<file path="config.mk">
export PLATFORM = sky130hd
export DESIGN_NAME = dcdm_queue
export DESIGN_NICKNAME = d
export VERILOG_FILES = /design/src/rtl/dcdm_pkg.sv /design/src/rtl/dcdm_queue.sv
export SDC_FILE = /design/constraint.sdc
export NUM_CORES = 1
export LEC_CHECK = 0
export BUFFER_PORTS_ARGS = -buffer_cell sky130_fd_sc_hd__buf_2
export CAP_MARGIN = 20
export CORE_ASPECT_RATIO = 1.1
export CORE_MARGIN = 2
export CORE_UTILIZATION = 59
export CTS_BUF_LIST = sky130_fd_sc_hd__clkbuf_8
export DETAILED_ROUTE_END_ITERATION = 12
export PLACE_DENSITY_LB_ADDON = 0.25
export SLEW_MARGIN = 20
export SYNTH_ARGS = -nofsm -noshare
export SYNTH_HDL_FRONTEND = slang
export SYNTH_SLANG_ARGS = --single-unit
</file>
<file path="constraint.sdc">
create_clock -name i_clk -period 2.1 [get_ports i_clk]
set_input_delay 0.21 -clock i_clk [delete_from_list [all_inputs] [get_ports i_clk]]
set_output_delay 0.21 -clock i_clk [all_outputs]
set_load 0.02 [all_outputs]
</file>
<file path="src/rtl/dcdm_pkg.sv">
// ============================================================================
// dcdm_pkg: shared constants, types and helpers of the dominant colour map
// Histogram geometry, queue sizing, operation codes and the queue entry type.
// ============================================================================
package dcdm_pkg;

    localparam int BIN_SHIFT   = 2;
    localparam int COUNT_BITS  = 16;
    localparam int CHAN_BITS   = 5;
    localparam int AXIS_BITS   = CHAN_BITS - BIN_SHIFT;
    localparam int BIN_BITS    = 3 * AXIS_BITS;
    localparam int BIN_COUNT   = 1 << BIN_BITS;
    localparam int DIST_BITS   = 7;
    localparam int QUEUE_AW    = 2;
    localparam int QUEUE_DEPTH = 1 << QUEUE_AW;

    localparam logic [COUNT_BITS-1:0] COUNT_MAX = '1;
    localparam logic [CHAN_BITS-1:0]  CHAN_MAX  = 5'h1F;
    localparam logic [DIST_BITS-1:0]  DIST_MAX  = 7'd93;

    localparam logic FUNC_ACC = 1'b0;
    localparam logic FUNC_MAP = 1'b1;

    typedef struct packed {
        logic                 func;
        logic                 last;
        logic [CHAN_BITS-1:0] r;
        logic [CHAN_BITS-1:0] g;
        logic [CHAN_BITS-1:0] b;
    } t_op;

    function automatic logic [CHAN_BITS-1:0] abs_diff(input logic [CHAN_BITS-1:0] a,
                                                      input logic [CHAN_BITS-1:0] b);
        abs_diff = (a > b) ? (a - b) : (b - a);
    endfunction

endpackage

</file>
<file path="src/rtl/dcdm_queue.sv">
// ============================================================================
// dcdm_queue: short operation queue
// Decouples pixel intake from histogram and distance processing.
// ============================================================================
module dcdm_queue (
    input  logic          i_clk,
    input  logic          i_rst_n,
    input  logic          i_push,
    input  dcdm_pkg::t_op i_data,
    output logic          o_full,
    output logic          o_valid,
    output dcdm_pkg::t_op o_data,
    input  logic          i_pop
);
    import dcdm_pkg::*;

    t_op                 r_entry [QUEUE_DEPTH];
    logic [QUEUE_AW-1:0] r_wr_ptr;
    logic [QUEUE_AW-1:0] r_rd_ptr;
    logic [QUEUE_AW:0]   r_count;

    assign o_full  = (r_count == (QUEUE_AW+1)'(QUEUE_DEPTH));
    assign o_valid = (r_count != '0);
    assign o_data  = r_entry[r_rd_ptr];

    always_ff @(posedge i_clk) begin
        if (!i_rst_n) begin
            r_wr_ptr <= '0;
            r_rd_ptr <= '0;
            r_count  <= '0;
        end else begin
            if (i_push) begin
                r_wr_ptr <= r_wr_ptr + 1'b1;
            end
            if (i_pop) begin
                r_rd_ptr <= r_rd_ptr + 1'b1;
            end
            if (i_push && !i_pop) begin
                r_count <= r_count + 1'b1;
            end else if (!i_push && i_pop) begin
                r_count <= r_count - 1'b1;
            end
        end
    end

    always_ff @(posedge i_clk) begin
        if (i_push) begin
            r_entry[r_wr_ptr] <= i_data;
        end
    end

endmodule

</file>
==> impl_metrics.toml, run 1 <==
[timing]
setup_ws_ns = 0.203
max_freq_mhz = 527
slew_headroom = 0.400
hold_viol_final = 0
finalMaxSlewViolations = 0
clock_skew_ns = 0.00554
setup_viol_count_final = 0
period_share = 0.904
rsz0062_at_grt = "no"
worst_slew_pin_slew_ns = 0.901
fin_tns_setup_ns = 0
period_minus_slack_ns = 1.90

[setup_path]
required_ns = 1.89
rr_endpoint = "r_entry[0][3]"
cp_max_fo = 17
start_kind = "flip-flop"
cp.arrival_ns = 1.69
reg2regPathDepth = 3
r2r_slack_ns = 0.43
cp-end-kind = "primary output"
crit_type = "reg2out"
r2r-start = "r_wr_ptr[0]"

[clock_tree]
clk_latency_ns = 0.33
clkSinkCount = 77
h-tree-depth = 3
post_cts_resized = 0
clock_path_buffers = 2
clk_pin_slew_worst_paths_ns = 0.07
cts_tree = "built"
postCtsSetupBuffers = 0
cts-root-buf = "clkbuf_8"
holdBufCountCts = 0
cts_inserted_buffers = 9

[floorplanning]
die_w_microns = 71.3
fp.dieH_microns = 78.0
coreArea_sq_um = 4720
rows = 26
io_pins = 40
fp.dieArea_sq_um = 5560
start_util = 0.623

[synthesis]
synthCells = 132
postSynthAreaPerCell_sq_um = 22.3
ys_types = 20
ys_seq_elements = 77
postSynthNetCount = 159
yosysSeqAreaShare = 0.756
syn_area_sq_um = 2940
yosysWarnings = 0

[finish]
final_nets = 209
area_growth_pct = 16.1
postLayoutCellArea_sq_um = 3410
layout-drive-gt1-share = 0.348
num_antenna_cells = 0
nFillCells = 269
layoutNonFillerInstCount = 243

[drt]
drt_wl_total_mm = 4.44
dr.pass1.iters = 5
drc = 0
antenna_left = 0
drt_iter0_drc = 85
post_drt_wl_per_cell_microns = 18.3
num_vias = 1342
via_per_inst = 5.52

[global_route]
gr-total-overflow = 0
antenna_found_initial = 0
grt_max_degree = 18
first_global_vias = 1482
grt_pass1_wl_mm = 7.26
grtUsageTotal = 0.181

[power]
p_leak_nw = 1.23
ir_drop_mv = 0.664
power_density_nw_per_um2 = 973

[run]
cap_violations = 0

[placement]
post_dp_cell_area_sq_um = 3210
place_ws_ns = 0.342
placed_cells = 227
numPortBuffers = 39
gp_congestion = 0.701
place_hpwl_mm = 2.83

[hold_path]
min_from = "i_data[12]"
hold_end = "r_entry[3][12]"
hold_depth = 1
hp-class = "in2reg"

[outcome]
outcome = "complete, no violations"
==> flip-flops by register name (all words and copies together) (netlist names), named ones only <==
name      count
r_rd_ptr      2
r_count       3
r_wr_ptr      2
r_entry      68
==> layout make-up <==
| cell class | count | area [sq um] | area share |
|---|---|---|---|
| Clock buffer | 9 | 124 | 0.0363 |
| Clock inverter | 7 | 82.6 | 0.0242 |
| Inverter | 4 | 15.0 | 0.00440 |
| Multi-Input combinational cell | 47 | 661 | 0.194 |
| Sequential cell | 77 | 2220 | 0.651 |
| Tap cell | 56 | 70.1 | 0.0205 |
| Timing Repair Buffer | 43 | 238 | 0.0697 |
==> kinds of logic after synthesis <==
group | after synthesis | share of synthesized area
AO/OA/AOI/OAI | 2 | 0.00426
multiplexers | 19 | 0.146
adder cells (fa/ha/maj) | 6 | 0.0281
buffers and inverters | 8 | 0.0192
flip-flops | 77 | 0.756
AND/OR/NAND/NOR | 15 | 0.0315
XOR/XNOR | 5 | 0.0149
==> synthesized netlist by cell type, drive strengths merged <==
cell / n / share of area
nor2b: 2 / 0.0043
dfxtp: 9 / 0.061
mux4: 17 / 0.14
buf: 4 / 0.014
mux2i: 2 / 0.0068
or3: 2 / 0.0043
ha: 5 / 0.021
xor2: 3 / 0.0089
fa: 1 / 0.0068
nor3b: 1 / 0.0026
inv: 4 / 0.0051
a21boi: 1 / 0.0026
o21ai: 1 / 0.0017
and2: 9 / 0.019
xnor2: 2 / 0.0060
edfxtp: 68 / 0.69
nand2: 1 / 0.0013
==> through the flow <==
stage	util	power (mW)	hold slack, ns
3_3_place_gp	0.680	2.20	0.421
2_1_floorplan	-	2.09	0.309
5_1_grt	0.723	3.44	0.0699
6_report	0.723	3.32	0.0911
3_5_place_dp	0.680	2.22	0.427
4_1_cts	0.723	3.35	0.0729
==> power by group <==
part	internal (mW)	switching, mW	leakage (nW)
sequential	1.75	0.0318	0.699
combinational	0.174	0.222	0.427
clock	0.653	0.485	0.107
==> worst max-delay path, cell delays in order, from the launching register on <==
cell	delay (ns)
dfxtp_1	0.36
buf_12	0.18
mux4_1	0.61
buf_2	0.19
==> per-layer routing <==
| layer | up-vias | part of all wire | track usage |
|---|---|---|---|
| li1 | 628 | - | - |
| met1 | 671 | 0.40 | 0.212 |
| met2 | 39 | 0.54 | 0.300 |
| met3 | 4 | 0.048 | 0.0680 |
| met4 | 0 | 0.011 | 0.0774 |
| met5 | - | 0 | 0 |
==> cell usage in the layout, fill, tap and decap left out, types with 2 or more instances in the layout <==
master | Yosys | final
mux4_1 | 7 | 7
mux4_2 | 10 | 10
mux2i_1 | 2 | 2
xnor2_1 | 2 | 2
dfxtp_1 | 9 | 9
buf_4 | 0 | 3
bufinv_16 | 0 | 2
buf_2 | 2 | 39
edfxtp_1 | 68 | 68
ha_1 | 5 | 5
inv_1 | 4 | 6
clkinv_1 | 0 | 2
or3_1 | 2 | 2
clkbuf_8 | 0 | 9
xor2_1 | 3 | 3
nor2b_1 | 2 | 2
and2_1 | 9 | 9
==> worst max path at each step <==
stage	slack, ns	startpoint	cells past startpoint	to
after floorplan	0.61	i_pop	7	r_count[2]
after global routing	0.14	flip-flop	3	o_data[16]
after global placement	0.46	i_push	7	r_count[2]
after detailed placement	0.34	i_push	7	r_count[2]
after CTS	0.17	flip-flop	3	o_data[7]
final	0.20	flip-flop	3	o_data[7]
(Power assumes the default switching activity.)
==> run 2: changes to the inputs <==
--- a/config.mk
+++ b/config.mk
@@ -7,12 +7,12 @@
 export LEC_CHECK = 0
 export BUFFER_PORTS_ARGS = -buffer_cell sky130_fd_sc_hd__buf_2
 export CAP_MARGIN = 20
-export CORE_ASPECT_RATIO = 1.1
 export CORE_MARGIN = 2
 export CORE_UTILIZATION = 59
 export CTS_BUF_LIST = sky130_fd_sc_hd__clkbuf_8
 export DETAILED_ROUTE_END_ITERATION = 12
 export PLACE_DENSITY_LB_ADDON = 0.25
+export RECOVER_POWER = 100
 export SLEW_MARGIN = 20
 export SYNTH_ARGS = -nofsm -noshare
 export SYNTH_HDL_FRONTEND = slang
==> run 2 against run 1 <==
Compared with the run above:
- sequential cell count did not move
- via count grew 1.3%
- final cell count up 5.3%
- clock-buffer cell count unchanged
- worst hold slack better by 0.044 ns
- clock skew barely moved
- critical path type unchanged
- largest cell class unchanged
==> impl_metrics.toml, run 2 (synthesis gave the netlist of run 1 again) <==
[global_route]
antenna_found_initial = 0
gr-total-overflow = 0
grt_max_degree = 18
grtUsageTotal = 0.189
grt_pass1_wl_mm = 7.07
first_global_vias = 1428

[timing]
max_freq_mhz = 532
hold_viol_final = 0
setup_viol_count_final = 0
period_minus_slack_ns = 1.88
finalMaxSlewViolations = 0
rsz0062_at_grt = "no"
period_share = 0.895
fin_tns_setup_ns = 0
worst_slew_pin_slew_ns = 0.809
slew_headroom = 0.461
clock_skew_ns = 0.00514

[finish]
ff_latch_area_sq_um = 2220
final_common_cell = "edfxtp_1"
nFillCells = 341
num_antenna_cells = 0
layout_common_cells = "68 x edfxtp_1, 35 x clkbuf_1, 10 x mux4_2, 9 x dfxtp_1, 9 x clkbuf_8"
largest_reg_flops = 68
top_register = "r_entry"
reg_top3 = "r_entry x68, r_count x3"
postLayoutCellArea_sq_um = 3380
final_nets = 211
area_growth_pct = 14.9
layout-drive-gt1-share = 0.175
multi_input_area_sq_um = 661

[clock_tree]
postCtsSetupBuffers = 0
cts-root-buf = "clkbuf_8"
clk_pin_slew_worst_paths_ns = 0.07
clk_latency_ns = 0.33
post_cts_resized = 0
cts_inserted_buffers = 9
h-tree-depth = 3
clock_path_buffers = 2
clkSinkCount = 77
holdBufCountCts = 0
cts_tree = "built"

[power]
power_density_nw_per_um2 = 974
ir_drop_mv = 0.526
p_leak_nw = 1.14

[setup_path]
required_ns = 1.89
r2r-start = "r_wr_ptr[0]"
crit_type = "reg2out"
cp-end-kind = "primary output"
reg2regPathDepth = 4
start_kind = "flip-flop"
cp_max_fo = 9
worstPathCellList = "buf_4 -> mux4_2 -> clkbuf_1"
slowest_delay_ns = 0.55
r2r_slack_ns = 0.32
cp.arrival_ns = 1.67
cpMaxStageDelayCell = "dfxtp_1"
rr_endpoint = "r_entry[2][12]"

[drt]
num_vias = 1360
antenna_left = 0
via_per_inst = 5.31
drt_iter0_drc = 91
post_drt_wl_per_cell_microns = 17.7
drt_wl_total_mm = 4.54
dr.pass1.iters = 4
drc = 0

[floorplanning]
io_pins = 40
fp.dieArea_sq_um = 5560
rows = 25
start_util = 0.618
die_w_microns = 74.6
coreArea_sq_um = 4750
fp.dieH_microns = 74.6

[placement]
post_dp_cell_area_sq_um = 3220
numPortBuffers = 39
place_hpwl_mm = 3.05
gp_congestion = 0.678

[hold_path]
hold_depth = 1
min_from = "i_data[4]"
hp-class = "in2reg"
hold_end = "r_entry[2][4]"

[run]
cap_violations = 0

[outcome]
outcome = "complete, no violations"
run 2: cell count changes in the layout (fill, tap and decap cells not counted), sizes merged:
cell	change
buf	-36
clkinvlp	-1
clkinv	+2
inv	-1
clkbuf	+38
run 2: worst max-delay path, delay by kind of cell (launching register included):
| kind | cells | cell delay [ns] |
|---|---|---|
| buffers and inverters | 2 | 0.46 |
| multiplexers | 1 | 0.32 |
| flip-flops | 1 | 0.55 |
run 2: routing by layer:
layer | GRT usage | vias up | wire, microns
met4 | 0.0952 | 0 | 97
met2 | 0.320 | 37 | 2400
met3 | 0.0596 | 8 | 187
met5 | 0 | - | 0
met1 | 0.220 | 681 | 1850
li1 | - | 634 | -
run 2: where the power goes:
part	internal [mW]	total [mW]	switching, mW
Sequential	1.75	1.79	0.0358
Combinational	0.151	0.369	0.218
Clock	0.652	1.13	0.477
run 2: through the flow:
step                      instances  setup WS [ns]  total power [mW]  utilization  hold WS [ns]
after floorplan                 132          0.613              2.09            -         0.309
after global placement          240          0.457              2.20        0.678         0.423
after detailed placement        240          0.374              2.22        0.678         0.435
after CTS                       256          0.191              3.35        0.721        0.0758
after global routing            256         0.0984              3.43        0.710         0.130
final                           256          0.220              3.29        0.710         0.135
run 2: worst max-delay path by stage:
stage | cells past startpoint | end | startpoint | slack (ns)
6_report | 3 | o_data[0] | flip-flop | 0.22
5_1_grt | 3 | o_data[0] | flip-flop | 0.1
4_1_cts | 3 | o_data[0] | flip-flop | 0.19
3_5_place_dp | 7 | r_count[2] | i_push | 0.37
3_3_place_gp | 8 | r_count[2] | i_pop | 0.46
2_1_floorplan | 7 | r_count[2] | i_pop | 0.61
run 2: cell type report:
| class | instances | area share |
|---|---|---|
| clock inverters | 7 | 0.0241 |
| well taps | 67 | 0.0248 |
| multi-input cells | 47 | 0.196 |
| repair buffers | 45 | 0.0560 |
| inverters | 4 | 0.00445 |
| clock buffers | 9 | 0.0367 |
| flip-flops and latches | 77 | 0.658 |
